$ cat src/design/ucfr_pkg.sv
// Shared types and constants for the UART command frame receiver.
package ucfr_pkg;

  // Longest frame held before it is dropped
  localparam int MAX_FRAME = 12;
  // Byte counter width: holds MAX_FRAME + 1
  localparam int CNT_W = $clog2(MAX_FRAME + 2);
  // Frame store depth
  localparam int STORE_DEPTH = 2 ** CNT_W;

  localparam logic [7:0] START_DELIM_RST = 8'h7f;
  // Frame layout
  localparam int HDR_BYTES = 4;   // start, command, access, length
  localparam int OVERHEAD   = 5;  // header plus checksum
  localparam int MAX_PAYLOAD = 8; // results per frame
  localparam int IDX_W = $clog2(MAX_PAYLOAD);

  // Field widths
  localparam int BYTE_W = 8;
  localparam int FLEN_W = 4;
  localparam int OUT_DATA_W = 32;

  typedef enum logic [1:0] {
    ST_RX,
    ST_READ,
    ST_OUT
  } ctrl_state_e;

  // Controller to datapath
  typedef struct packed {
    logic rx_take;   // input word accepted this cycle
    logic rd_en;     // fetch payload byte at current index
    logic next_idx;  // step to next payload byte
  } ctrl_cmd_t;

  // Datapath to controller
  typedef struct packed {
    logic frame_good;  // current word closes a frame with a good checksum
    logic idx_last;    // current result is the last of the frame
  } dp_stat_t;

endpackage

$ cat src/design/ucfr_dp.sv
// Datapath: frame parsing counters, running checksum, payload store and result fields.
module ucfr_dp (
  input  logic                         clk_i,
  input  logic                         rst_ni,
  input  logic                         cfg_we_i,
  input  logic [7:0]                   cfg_wdata_i,
  input  logic [7:0]                   rx_byte_i,
  input  ucfr_pkg::ctrl_cmd_t          cmd_i,
  output ucfr_pkg::dp_stat_t           stat_o,
  output logic [ucfr_pkg::OUT_DATA_W-1:0] out_data_o,
  output logic                         out_last_o
);
  import ucfr_pkg::*;

  logic [7:0]       delim_q;
  logic             in_frame_q, in_frame_d;
  logic [CNT_W-1:0] count_q, count_d, count_new;
  logic [7:0]       length_q;
  logic [7:0]       sum_q;
  logic [7:0]       cmd_q, acc_q;
  logic [CNT_W-1:0] flen_q;
  logic [IDX_W-1:0] idx_q;
  logic [7:0]       rdata_q;
  logic [7:0]       store_mem [STORE_DEPTH];

  logic [7:0]       len_eff;
  logic             frame_end, overflow, payload_none;
  logic             frame_good, idx_last;
  logic [CNT_W-1:0] rd_addr;

  // Start delimiter register
  always_ff @(posedge clk_i or negedge rst_ni) begin
    if (!rst_ni) begin
      delim_q <= START_DELIM_RST;
    end else if (cfg_we_i) begin
      delim_q <= cfg_wdata_i;
    end
  end

  // Frame end detection; the length byte is compared from the fourth byte on
  always_comb begin
    count_new = count_q + CNT_W'(1);
    len_eff   = (count_q == CNT_W'(HDR_BYTES - 1)) ? rx_byte_i : length_q;
    frame_end = in_frame_q && (count_new >= CNT_W'(HDR_BYTES))
                && ({{(8 - CNT_W){1'b0}}, count_new} == len_eff);
    overflow  = in_frame_q && !frame_end && (count_new > CNT_W'(MAX_FRAME));
    frame_good = cmd_i.rx_take && frame_end && (sum_q == rx_byte_i);
  end

  // Status to the controller
  assign stat_o = '{frame_good: frame_good, idx_last: idx_last};

  // Frame state and byte counter
  always_comb begin
    in_frame_d = in_frame_q;
    count_d    = count_q;
    if (cmd_i.rx_take) begin
      if (in_frame_q) begin
        if (frame_end || overflow) begin
          in_frame_d = 1'b0;
          count_d    = '0;
        end else begin
          count_d = count_new;
        end
      end else if (rx_byte_i == delim_q) begin
        in_frame_d = 1'b1;
        count_d    = CNT_W'(1);
      end
    end
  end

  always_ff @(posedge clk_i or negedge rst_ni) begin
    if (!rst_ni) begin
      in_frame_q <= 1'b0;
      count_q    <= '0;
    end else begin
      in_frame_q <= in_frame_d;
      count_q    <= count_d;
    end
  end

  // Header fields and running checksum of bytes after the start byte
  always_ff @(posedge clk_i) begin
    if (cmd_i.rx_take) begin
      if (!in_frame_q) begin
        sum_q <= '0;
      end else begin
        sum_q <= sum_q + rx_byte_i;
        if (count_q == CNT_W'(1)) cmd_q <= rx_byte_i;
        if (count_q == CNT_W'(2)) acc_q <= rx_byte_i;
        if (count_q == CNT_W'(3)) length_q <= rx_byte_i;
      end
    end
    if (frame_good) begin
      flen_q <= count_new;
    end
  end

  // Payload store
  always_ff @(posedge clk_i) begin
    if (cmd_i.rx_take && in_frame_q) begin
      store_mem[count_q] <= rx_byte_i;
    end
  end

  assign rd_addr = CNT_W'(HDR_BYTES) + CNT_W'(idx_q);

  always_ff @(posedge clk_i) begin
    if (cmd_i.rd_en) begin
      rdata_q <= store_mem[rd_addr];
    end
  end

  // Result index
  always_ff @(posedge clk_i or negedge rst_ni) begin
    if (!rst_ni) begin
      idx_q <= '0;
    end else if (frame_good) begin
      idx_q <= '0;
    end else if (cmd_i.next_idx) begin
      idx_q <= idx_q + IDX_W'(1);
    end
  end

  // Result fields
  always_comb begin
    payload_none = flen_q <= CNT_W'(OVERHEAD);
    idx_last     = payload_none || (idx_q == IDX_W'(MAX_PAYLOAD - 1))
                   || ((CNT_W'(idx_q) + CNT_W'(OVERHEAD + 1)) == flen_q);
    out_last_o = idx_last;
    out_data_o = {!payload_none,
                  payload_none ? 8'h00 : rdata_q,
                  payload_none ? {IDX_W{1'b0}} : idx_q,
                  FLEN_W'(flen_q),
                  acc_q,
                  cmd_q};
  end

endmodule

$ cat src/design/ucfr_ctrl.sv
// Controller: switches between taking bytes and reading out a completed frame.
module ucfr_ctrl (
  input  logic                clk_i,
  input  logic                rst_ni,
  input  logic                in_valid_i,
  output logic                in_ready_o,
  output logic                out_valid_o,
  input  logic                out_ready_i,
  input  ucfr_pkg::dp_stat_t  stat_i,
  output ucfr_pkg::ctrl_cmd_t cmd_o
);
  import ucfr_pkg::*;

  ctrl_state_e state_q, state_d;

  always_ff @(posedge clk_i or negedge rst_ni) begin
    if (!rst_ni) begin
      state_q <= ST_RX;
    end else begin
      state_q <= state_d;
    end
  end

  // Next state and commands
  always_comb begin
    state_d      = state_q;
    in_ready_o   = 1'b0;
    out_valid_o  = 1'b0;
    cmd_o        = '0;
    case (state_q)
      ST_RX: begin
        in_ready_o    = 1'b1;
        cmd_o.rx_take = in_valid_i;
        if (stat_i.frame_good) state_d = ST_READ;
      end
      ST_READ: begin
        cmd_o.rd_en = 1'b1;
        state_d     = ST_OUT;
      end
      ST_OUT: begin
        out_valid_o = 1'b1;
        if (out_ready_i) begin
          if (stat_i.idx_last) begin
            state_d = ST_RX;
          end else begin
            cmd_o.next_idx = 1'b1;
            state_d        = ST_READ;
          end
        end
      end
      default: state_d = ST_RX;
    endcase
  end

endmodule

$ cat src/design/uart_command_frame_receiver.sv
// Top level: receives UART bytes, checks command frames and streams their payload.
// After a good checksum word, the read state fetches the first result for output.
// Throughput: one received word per cycle while collecting; each result then takes
// a payload store read and an output state held until taken; no input is taken meanwhile.
// Reset (rst_ni low, asynchronous): idle, byte count cleared, start delimiter 0x7f;
// the payload store is not cleared.
module uart_command_frame_receiver (
  input  logic        clk_i,
  input  logic        rst_ni,
  input  logic        cfg_we_i,
  input  logic [7:0]  cfg_wdata_i,
  input  logic        s_axis_tvalid_i,
  output logic        s_axis_tready_o,
  input  logic [7:0]  s_axis_tdata_i,   // [7:0] rx_byte
  output logic        m_axis_tvalid_o,
  input  logic        m_axis_tready_i,
  // [7:0] command, [15:8] access_kind, [19:16] frame_length,
  // [22:20] payload_index, [30:23] payload_byte, [31] payload_valid
  output logic [31:0] m_axis_tdata_o,
  output logic        m_axis_tlast_o
);
  import ucfr_pkg::*;

  ctrl_cmd_t cmd;
  dp_stat_t  stat;

  ucfr_ctrl u_ctrl (
    .clk_i      (clk_i),
    .rst_ni     (rst_ni),
    .in_valid_i (s_axis_tvalid_i),
    .in_ready_o (s_axis_tready_o),
    .out_valid_o(m_axis_tvalid_o),
    .out_ready_i(m_axis_tready_i),
    .stat_i     (stat),
    .cmd_o      (cmd)
  );

  ucfr_dp u_dp (
    .clk_i      (clk_i),
    .rst_ni     (rst_ni),
    .cfg_we_i   (cfg_we_i),
    .cfg_wdata_i(cfg_wdata_i),
    .rx_byte_i  (s_axis_tdata_i),
    .cmd_i      (cmd),
    .stat_o     (stat),
    .out_data_o (m_axis_tdata_o),
    .out_last_o (m_axis_tlast_o)
  );

endmodule
$ cat config.mk
export PLATFORM = sky130hd
export DESIGN_NAME = uart_command_frame_receiver
export DESIGN_NICKNAME = d
export VERILOG_FILES = /design/src/design/ucfr_pkg.sv /design/src/design/ucfr_dp.sv /design/src/design/ucfr_ctrl.sv /design/src/design/uart_command_frame_receiver.sv
export SDC_FILE = /design/constraint.sdc
export NUM_CORES = 1
export LEC_CHECK = 0
export BUFFER_PORTS_ARGS = -buffer_cell sky130_fd_sc_hd__buf_2
export CELL_PAD_IN_SITES_DETAIL_PLACEMENT = 2
export CELL_PAD_IN_SITES_GLOBAL_PLACEMENT = 2
export CORE_MARGIN = 5
export CORE_UTILIZATION = 37
export CTS_CLUSTER_DIAMETER = 60
export CTS_CLUSTER_SIZE = 8
export DETAILED_ROUTE_END_ITERATION = 7
export PLACE_DENSITY = 0.76
export SLEW_MARGIN = 20
export SYNTH_ARGS = -nofsm -noshare
export SYNTH_HDL_FRONTEND = slang
export SYNTH_SLANG_ARGS = --single-unit
$ cat constraint.sdc
create_clock -name clk_i -period 2.3 [get_ports clk_i]
set_input_delay 0.23 -clock clk_i [delete_from_list [all_inputs] [get_ports clk_i]]
set_output_delay 0.23 -clock clk_i [all_outputs]
set_load 0.05 [all_outputs]
==> qor.csv, run 1 <==
stage;metric;value;unit
status;outcome;completed;
timing;maxSlewHeadroom;66.96;%
drt;num_vias;3358;
layout;diodes;0;
global_routing;grt_pass1_wl;23470;um
timing;setup_viol;0;
setup_path;arrival;2560;ps
timing;fin_ws;40.37;ps
timing;fin_setup_tns;0;ps
synthesis;syn_area;0.005553;mm^2
drt;wl_per_cell;22.99;um
timing;whs;46.37;ps
timing;max_freq;0.4426;GHz
floorplanning;dieArea;0.01756;mm^2
power_and_ir_drop;leakagePower;2.591;nW
global_routing;antenna_found_initial;0;
power_and_ir_drop;internal_power;4.613;mW
setup_path;start_kind;register;
timing;fin_crit_sh;98.24;%
power_and_ir_drop;seqPwrFrac;42.5;%
power_and_ir_drop;irDropWorstVdd;0.0005726;V
clock_network;cts_buffers;17;
place;gp_congestion;0.8040;
floorplanning;die_width;132.5;um
place;dpl.hpwl;10160;um
clock_network;root_buffer;clkbuf_16;
timing;skew;9.031;ps
power_and_ir_drop;p_sw_share;27.03;%
floorplanning;rows;44;
drt;totalWireLength;14850;um
synthesis;synth_top_flop_cell;edfxtp_1;
global_routing;first_global_vias;3915;
drt;ant_nets;0;
run;cap_violations;0;
place;pre_cts_ws;49.33;ps
clock_network;clk_path_buf_depth;2;
setup_path;cp.required;2600;ps
place;io_buffers;55;
power_and_ir_drop;power_frac_comb;15.0;%
clock_network;path_clk_slew;60;ps
drt;viasPerCell;5.198;
clock_network;clk_latency;430;ps
clock_network;clock_sinks;126;
power_and_ir_drop;p_per_area;923.0;mW/mm^2
layout;finish.instance_area;0.006849;mm^2
timing;fin_crit;2260;ps
layout;nets;485;
synthesis;synth_seq_area_share;66.67;%
layout;fin_util;46.77;%
timing;hold_viol;0;
drt;drc;0;
drt;first_iter_violations;191;
setup_path;critical_path_class;reg2reg;
synthesis;synth_fp_nets;399;
synthesis;async_flop_share;14.29;%
layout;drive_above_1_share;36.58;%
power_and_ir_drop;power.switching;1.708;mW
floorplanning;ioPinCount;56;
synthesis;synth_seq_cells;126;
synthesis;yosys_warnings;0;
layout;nFillCells;1404;
setup_path;critPathMaxFanout;7;
global_routing;grt_usage;17.93;%
hold_path;hp-class;in2reg;
place;placed_area;0.006190;mm^2
floorplanning;start_util;37.92;%
clock_network;h-tree-depth;4;
setup_path;end_kind;register;
layout;syn_to_final_growth;23.34;%
global_routing;grt_max_degree;19;
floorplanning;core;0.01464;mm^2
global_routing;grt_overflow;0;
timing;tightestPinTransition;495.6;ps
synthesis;yosys.cell_types.count;45;
synthesis;synth_area_per_cell;15.30;um^2
synthesis;syn_inst;363;
timing;drv_slew;0;
floorplanning;die_h;132.5;um
synthesis;synth_edf_count;108;
power_and_ir_drop;p_clk_share;42.5;%
clock_network;cts_tree;done;
drt;drtPass1Iterations;4;
==> path summary, 6_finish.rpt <==
check,start,end,slack (ps),depth (start not counted)
worst max-delay path,u_dp.count_q[0],u_dp.idx_q[0],40,9
worst min-delay path,cfg_wdata_i[1],u_dp.delim_q[1],50,2
worst max register to register,u_dp.count_q[0],u_dp.idx_q[0],40,9
worst min register to register,u_dp.delim_q[7],u_dp.delim_q[7],540,1
max in group asynchronous,rst_ni,u_dp.delim_q[5],1610,2
min in group asynchronous,rst_ni,u_dp.idx_q[1],320,2
==> per-layer routing <==
layer,vias to the layer above,global-route usage [%],routed length (um)
li1,1525,-,-
met2,61,32.25,8097
met5,-,0,0
met1,1749,20.97,6023
met4,0,6.986,256
met3,23,3.759,474
==> kinds of logic after synthesis <==
kind of cell	count (synthesis)	share of synthesized area, %
XOR/XNOR	21	3.312
AND/OR/NAND/NOR	105	10.12
buffers and inverters	32	2.771
adder cells (fa/ha/maj)	15	3.515
multiplexers	36	10.41
AO/OA/AOI/OAI	28	3.199
flip-flops	126	66.67
==> metrics by stage <==
step	total power, mW	instances
detailed placement	3.639	609
CTS	6.342	643
global route	6.590	646
global placement	3.576	609
finish	6.321	646
floorplan	3.327	363
==> synthesized netlist by cell type, drive strengths merged (7+ instances only) <==
| cell type | number | share of area (%) |
|---|---|---|
| nor2b | 13 | 1.5 |
| mux2 | 14 | 2.8 |
| inv | 14 | 0.95 |
| mux4 | 16 | 6.5 |
| buf | 7 | 0.70 |
| o21ai | 11 | 0.99 |
| xnor2 | 15 | 2.4 |
| and3 | 7 | 0.79 |
| clkbuf | 8 | 0.92 |
| nor2 | 18 | 1.4 |
| and2 | 7 | 0.83 |
| ha | 14 | 3.2 |
| edfxtp | 108 | 58 |
| dfrtp | 11 | 5.0 |
| nand3 | 8 | 0.72 |
| dfstp | 7 | 3.3 |
| nand2 | 30 | 2.0 |
==> timing repair <==
action                                  4_1_cts  5_1_grt
pin swaps                                     0        4
hold endpoints to repair                     11        0
hold buffers                                  1        0
endpoints found under the setup margin        1       15
resized for setup                             2        7
buffers inserted                              1        3
==> cell type report <==
| cell class | count | area (um^2) | area share (%) |
|---|---|---|---|
| clock buffer | 17 | 425.4 | 6.211 |
| inverter | 17 | 71.32 | 1.041 |
| timing repair buffer | 82 | 490.5 | 7.161 |
| tap | 184 | 230.2 | 3.361 |
| clock inverter | 15 | 166.4 | 2.430 |
| sequential | 126 | 3702 | 54.06 |
| multi-input combinational | 205 | 1763 | 25.74 |
==> worst max-delay path, cell delays in order (launching register included) <==
cell,delay [ps]
dfrtp_1,390
ha_1,250
nor3b_2,170
buf_4,160
or3_1,360
a22oi_2,240
nand4_4,160
nor2_4,200
buf_4,150
nor2_1,50
==> placed cells by master (no fill, tap or decap), types with 3 or more instances in the layout <==
cell type / instances
nand4_1: 3
nand2_1: 30
nor2_1: 16
and3_1: 7
xor2_1: 6
mux4_2: 16
mux2i_1: 5
xnor2_1: 14
nor2b_1: 12
buf_4: 25
clkinvlp_4: 3
dfstp_2: 7
nand3_1: 8
clkbuf_16: 17
nor3b_1: 4
edfxtp_1: 108
mux2_2: 14
or3_1: 3
clkinv_4: 8
dfrtp_1: 11
a21oi_1: 5
buf_2: 54
nor3_1: 4
inv_1: 13
a31oi_1: 3
ha_1: 13
o21ai_0: 11
and2_1: 5
==> flip-flops by register name, summed over array words and instances, names as in the netlist <==
signal and flops:
u_dp.flen_q 4, u_dp.length_q 8, u_dp.store_mem 64, u_ctrl.state_q 2, u_dp.idx_q 3, u_dp.count_q 4, u_dp.cmd_q 8, u_dp.rdata_q 8
u_dp.acc_q 8, u_dp.sum_q 8, u_dp.in_frame_q 1, u_dp.delim_q 8
==> power groups by stage <==
stage	sequential, mW	clock, mW	combinational [mW]
after floorplan	2.76	0	0.570
after global placement	2.72	0	0.854
after detailed placement	2.73	0	0.905
after CTS	2.69	2.73	0.922
after global routing	2.70	2.86	1.03
final	2.69	2.68	0.951
No activity file was read; power rests on OpenSTA's default activity.
==> run 2: changes to the inputs <==
--- a/config.mk
+++ b/config.mk
@@ -13,7 +13,7 @@
 export CTS_CLUSTER_DIAMETER = 60
 export CTS_CLUSTER_SIZE = 8
 export DETAILED_ROUTE_END_ITERATION = 7
-export PLACE_DENSITY = 0.76
+export PLACE_DENSITY = 0.78
 export SLEW_MARGIN = 20
 export SYNTH_ARGS = -nofsm -noshare
 export SYNTH_HDL_FRONTEND = slang
==> run 2 against run 1 <==
  * Sequential share of layout area rose by 0.32 points
  * Critical path type unchanged
  * Global-route usage decreased by 0.14 points
  * Critical endpoint is now u_dp.flen_q[0]
  * Worst setup slack got worse by 5.3 ps
  * Clock power down 12%
  * Register-to-register slack is essentially flat
  * Combinational power rose by 4.0%
  * Sequential power about the same
  * Utilization down 0.27 points
  * Clock skew rose by 4.1 ps
  * First-iteration DRC count fell by 30%
==> qor.csv, run 2 (same netlist as run 1, synthesis figures left out) <==
stage;metric;value;unit;change
timing;maxSlewHeadroom;67.12;%;+0.16 points
layout;final_common_cell;edfxtp_1;;
floorplanning;dieArea;0.01756;mm^2;unchanged
layout;regMostFlops;u_dp.store_mem;;
global_routing;first_global_vias;3894;;-0.54%
setup_path;arrival;2380;ps;-180 ps
place;gp_congestion;0.8012;;-0.35%
status;outcome;completed;;
drt;drtPass1Iterations;4;;unchanged
global_routing;antenna_found_initial;0;;unchanged
layout;finish.instance_area;0.006809;mm^2;-0.58%
power_and_ir_drop;leakagePower;2.589;nW;about the same
layout;mostFrequentLayoutCells;edfxtp_1 (108), buf_2 (54), nand2_1 (30);;
clock_network;path_clk_slew;50;ps;about the same
setup_path;critPathMaxFanout;5;;-2
clock_network;clk_latency;420;ps;about the same
layout;fin_util;46.50;%;-0.27 points
timing;fin_crit;2265;ps;+5.283 ps
drt;wl_per_cell;23.13;um;+0.59%
clock_network;cts_tree;done;;
floorplanning;core;0.01464;mm^2;unchanged
layout;nets;487;;+0.41%
clock_network;h-tree-depth;4;;unchanged
clock_network;root_buffer;clkbuf_16;;
setup_path;end_kind;register;;
place;io_buffers;55;;unchanged
setup_path;start_kind;register;;
timing;setup_viol;0;;unchanged
timing;fin_crit_sh;98.47;%;+0.23 points
layout;largest_reg_flops;64;;unchanged
drt;num_vias;3392;;+1.0%
setup_path;critical_path_class;reg2reg;;
timing;max_freq;0.4415;GHz;-0.23%
global_routing;grt_overflow;0;;unchanged
drt;totalWireLength;14990;um;+0.90%
drt;viasPerCell;5.235;;+0.70%
power_and_ir_drop;irDropWorstVdd;0.0004735;V;-17%
floorplanning;die_width;132.5;um;unchanged
timing;hold_viol;0;;unchanged
clock_network;clk_path_buf_depth;2;;unchanged
power_and_ir_drop;p_per_area;888.3;mW/mm^2;-3.8%
timing;skew;13.09;ps;+4.061 ps
floorplanning;ioPinCount;56;;unchanged
setup_path;cp.required;2410;ps;-190 ps
floorplanning;die_h;132.5;um;unchanged
place;placed_area;0.006205;mm^2;+0.24%
timing;tightestPinTransition;493.2;ps;-2.456 ps
run;cap_violations;0;;unchanged
global_routing;grt_usage;17.79;%;-0.14 points
clock_network;clock_sinks;126;;unchanged
clock_network;cts_buffers;17;;unchanged
layout;drive_above_1_share;36.42;%;-0.16 points
layout;syn_to_final_growth;22.62;%;
place;dpl.hpwl;10350;um;+1.9%
hold_path;hold_path_depth;2;;unchanged
drt;drc;0;;unchanged
setup_path;r2r_cells;5;;-4
drt;ant_nets;0;;unchanged
floorplanning;start_util;37.92;%;unchanged
global_routing;grt_pass1_wl;23120;um;-1.5%
global_routing;grt_max_degree;19;;unchanged
hold_path;hp-class;in2reg;;
floorplanning;rows;44;;unchanged
layout;diodes;0;;unchanged
drt;first_iter_violations;133;;-30%
timing;drv_slew;0;;unchanged
-- run 2: cell type report --
class / count / area, um^2
fill: 1403 / 7835
inverter: 17 / 71.32
multi-input combinational: 205 / 1775
clock inverter: 10 / 46.29
timing repair buffer: 84 / 509.2
clock buffer: 22 / 474.2
sequential: 126 / 3702
tap: 184 / 230.2
-- run 2: timing repair --
action / 4_1_cts / 5_1_grt
endpoints found under the hold margin: 11 / 0
pin swaps: 1 / 3
setup buffers: 0 / 4
gates resized for setup: 3 / 11
hold buffers: 1 / 0
gates cloned: 0 / 0
endpoints found under the setup margin: 3 / 22
-- run 2: power by group --
| part | switching (mW) | internal (mW) | total (mW) |
|---|---|---|---|
| logic | 0.608 | 0.382 | 0.989 |
| clock network | 0.935 | 1.43 | 2.37 |
| registers | 0.0573 | 2.63 | 2.69 |
| total | 1.60 | 4.45 | 6.05 |
-- run 2: final timing paths --
check | slack [ps] | startpoint | to
max | 40 | u_dp.length_q[7] | u_dp.flen_q[0]
min | 40 | cfg_wdata_i[7] | u_dp.delim_q[7]
max reg2reg | 40 | u_dp.length_q[7] | u_dp.flen_q[0]
min reg2reg | 530 | u_dp.delim_q[7] | u_dp.delim_q[7]
max in group asynchronous | 1650 | rst_ni | u_dp.delim_q[2]
min in group asynchronous | 300 | rst_ni | u_dp.idx_q[2]
-- run 2: routing by layer --
layer	up-vias	global-route usage, %	share of wire, %
li1	1523	-	-
met1	1789	20.18	39
met2	63	32.22	55
met3	17	4.442	3.5
met4	0	6.871	2.0
met5	-	0	0
-- run 2: per-stage QoR --
step	power (mW)	instances	hold slack (ps)	setup TNS [ps]	setup WS [ps]
2_1_floorplan	3.327	363	-65.59	-673.9	-216.1
3_3_place_gp	3.587	611	192.9	0	136.0
3_5_place_dp	3.659	611	200.2	-74.17	-74.17
4_1_cts	6.055	644	26.17	0	9.329
5_1_grt	6.284	648	38.06	-79.00	-16.71
6_report	6.049	648	43.26	0	35.09
-- run 2: worst max-delay path, cell delays in order, from the launching register on --
cell	delay [ps]
edfxtp_1	410
or4b_4	560
or3_4	350
a22oi_2	230
nand4_4	180
nor2_4	230
==> run 3: changes to the inputs <==
--- a/config.mk
+++ b/config.mk
@@ -5,11 +5,12 @@
 export SDC_FILE = /design/constraint.sdc
 export NUM_CORES = 1
 export LEC_CHECK = 0
+export ABC_AREA = 1
 export BUFFER_PORTS_ARGS = -buffer_cell sky130_fd_sc_hd__buf_2
 export CELL_PAD_IN_SITES_DETAIL_PLACEMENT = 2
 export CELL_PAD_IN_SITES_GLOBAL_PLACEMENT = 2
 export CORE_MARGIN = 5
-export CORE_UTILIZATION = 37
+export CORE_UTILIZATION = 34
 export CTS_CLUSTER_DIAMETER = 60
 export CTS_CLUSTER_SIZE = 8
 export DETAILED_ROUTE_END_ITERATION = 7
==> run 3 against run 2 <==
  * Clock skew fell by 7.2 ps
  * Critical path type is now reg2out
  * Global-route usage rose by 0.20 points
  * Power rose by 8.6%
  * Worst hold slack got worse by 6.4 ps
  * Area after synthesis rose by 1.4%
  * Clock power barely moved
  * Cell area rose by 1.2%
  * Largest cell class unchanged
==> qor.csv, run 3 <==
stage;metric;value;unit;change
power_and_ir_drop;leakagePower;2.765;nW;+6.8%
place;dpl.hpwl;11770;um;+14%
timing;whs;36.86;ps;-6.397 ps
synthesis;synth_area_per_cell;10.95;um^2;-28%
timing;fin_setup_tns;0;ps;unchanged
clock_network;clock_sinks;126;;unchanged
timing;setup_viol;0;;unchanged
synthesis;syn_area;0.005630;mm^2;+1.4%
global_routing;grt_max_degree;34;;+15
timing;fin_crit;2224;ps;-41.09 ps
timing;skew;5.882;ps;-7.211 ps
setup_path;critPathSlowestCell;dfrtp_1;;
layout;fin_util;42.01;%;-4.5 points
clock_network;h-tree-depth;4;;unchanged
timing;fin_ws;76.18;ps;+41.09 ps
drt;totalWireLength;16850;um;+12%
setup_path;arrival;1990;ps;-390 ps
setup_path;crit_family;flip-flops;;
drt;viasPerCell;4.974;;-5.0%
timing;hold_viol;0;;unchanged
setup_path;critPathMaxFanout;3;;-2
clock_network;root_buffer;clkbuf_16;;
layout;drive_above_1_share;22.98;%;-13 points
place;io_buffers;55;;unchanged
layout;mostFrequentLayoutCells;edfxtp_1 (108), nor2_1 (96), nand2_1 (73);;
drt;first_iter_violations;296;;+120%
setup_path;cp.required;2070;ps;-340 ps
synthesis;synth_fp_nets;550;;+38%
global_routing;antenna_found_initial;0;;unchanged
global_routing;first_global_vias;4734;;+22%
timing;drv_slew;0;;unchanged
setup_path;slowest_delay;430;ps;-130 ps
floorplanning;core;0.01641;mm^2;+12%
clock_network;cts_buffers;17;;unchanged
hold_path;hp-class;in2reg;;
place;gp_congestion;0.8247;;+2.9%
layout;regMostFlops;u_dp.store_mem;;
drt;drc;0;;unchanged
layout;finish.instance_area;0.006893;mm^2;+1.2%
layout;syn_to_final_growth;22.42;%;
setup_path;crit_chain;clkinv_1 > ha_1 > xor2_1 > nand4_1 > nand2_2 > buf_4;;
synthesis;post-synth-top-count-cell;edfxtp_1;;
global_routing;grt_overflow;0;;unchanged
clock_network;clk_latency;420;ps;about the same
floorplanning;rows;47;;+6.8%
floorplanning;ioPinCount;56;;unchanged
power_and_ir_drop;p_per_area;953.0;mW/mm^2;+7.3%
place;placed_area;0.006362;mm^2;+2.5%
global_routing;grt_pass1_wl;26580;um;+15%
synthesis;ys_top_cells_by_area;edfxtp_1 (58%), nor2_1 (6.5%), nand2_1 (4.9%);;
timing;rsz0062_at_grt;false;;
drt;num_vias;4168;;+23%
synthesis;yosys.cell_types.count;33;;-27%
layout;largest_reg_flops;64;;unchanged
timing;max_freq;0.4497;GHz;+1.8%
drt;drtPass1Iterations;4;;unchanged
drt;wl_per_cell;20.11;um;-13%
synthesis;synth_edf_count;108;;unchanged
timing;fin_crit_sh;96.69;%;-1.8 points
setup_path;crit_buf_inv;2;;+2
synthesis;synth_top_area_share;57.60;%;-0.80 points
synthesis;synth_top_flop_cell;edfxtp_1;;
timing;tightestPinTransition;530.5;ps;+37.30 ps
synthesis;syn_inst;514;;+42%
clock_network;clk_path_buf_depth;2;;unchanged
layout;final_common_cell;edfxtp_1;;
setup_path;end_kind;primary output;;
place;pre_cts_ws;41.52;ps;+115.7 ps
synthesis;yosysTopAreaCell;edfxtp_1;;
floorplanning;dieArea;0.01923;mm^2;+9.5%
synthesis;synth_seq_area_share;65.76;%;-0.92 points
run;cap_violations;0;;unchanged
synthesis;async_flop_share;14.29;%;unchanged
layout;nets;642;;+32%
floorplanning;start_util;34.32;%;-3.6 points
floorplanning;die_h;138.7;um;+4.7%
status;outcome;completed;;
setup_path;critical_path_class;reg2out;;
setup_path;start_kind;register;;
clock_network;path_clk_slew;60;ps;about the same
synthesis;synth_seq_cells;126;;unchanged
power_and_ir_drop;irDropWorstVdd;0.0004590;V;-3.0%
synthesis;yosys_warnings;0;;unchanged
global_routing;grt_usage;17.99;%;+0.20 points
clock_network;cts_tree;done;;
layout;diodes;0;;unchanged
synthesis;netlist_top_cells_count;edfxtp_1 (108), nor2_1 (98), nand2_1 (74);;
timing;maxSlewHeadroom;64.60;%;-2.5 points
drt;ant_nets;0;;unchanged
floorplanning;die_width;138.7;um;+4.7%
==> run 3: kinds of logic (layout without fill, tap and decap cells) <==
family,after synthesis,after routing,synth area share (%)
compound gates,77,77,7.311
xor+xnor,10,10,1.555
fa+ha+maj,15,15,3.467
buf+inv,68,172,4.933
flops,126,126,65.76
mux,4,4,0.7999
simple gates,214,214,16.18
==> run 3: worst paths after layout <==
kind	startpoint	to	slack [ps]	cells after the start
worst min register to register	u_dp.delim_q[5]	u_dp.delim_q[5]	500	2
min in group asynchronous	rst_ni	u_dp.count_q[3]	280	2
worst min-delay path	cfg_wdata_i[4]	u_dp.delim_q[4]	40	3
max in group asynchronous	rst_ni	u_dp.delim_q[4]	1670	2
worst max register to register	u_dp.sum_q[4]	u_dp.flen_q[1]	170	4
worst max-delay path	u_dp.idx_q[2]	m_axis_tlast_o	80	6
==> run 3: cell type report <==
type	count	area [um^2]
clock inverter	10	73.82
multi-input combinational	320	1665
fill	1733	9514
clock buffer	21	440.4
sequential	126	3704
inverter	51	191.4
timing repair buffer	90	543.0
tap	220	275.3
==> run 3: metrics by stage <==
step                std cells  total power, mW
floorplan                 514            3.676
global placement          806            4.102
detailed placement        806            4.218
CTS                       838            6.634
global route              838            6.896
finish                    838            6.569
==> run 3: what timing repair did <==
item	CTS	global route
buffers inserted	0	0
resized for setup	1	2
hold buffers	1	0
hold endpoints to repair	11	0
endpoints found under the setup margin	1	9
==> run 3: metal layers <==
metal  share of wire, %  vias up  track usage [%]
met4                2.7        0            8.033
met2                 54       70            33.35
met1                 41     2123            20.17
li1                   -     1943                -
met5                  0        -                0
met3                2.6       32            3.138
==> run 3: worst min-delay path, cell delays in order <==
cell and delay [ps]:
buf_2 70, nand2_1 50, o21ai_0 60
==> run 3: power by group <==
| part | total (mW) | leakage (nW) | internal [mW] | switching [mW] |
|---|---|---|---|---|
| Sequential | 2.72 | 1.20 | 2.66 | 0.0667 |
| Clock | 2.40 | 0.253 | 1.45 | 0.942 |
| Combinational | 1.45 | 1.31 | 0.462 | 0.988 |
| Total | 6.57 | 2.77 | 4.57 | 2.00 |
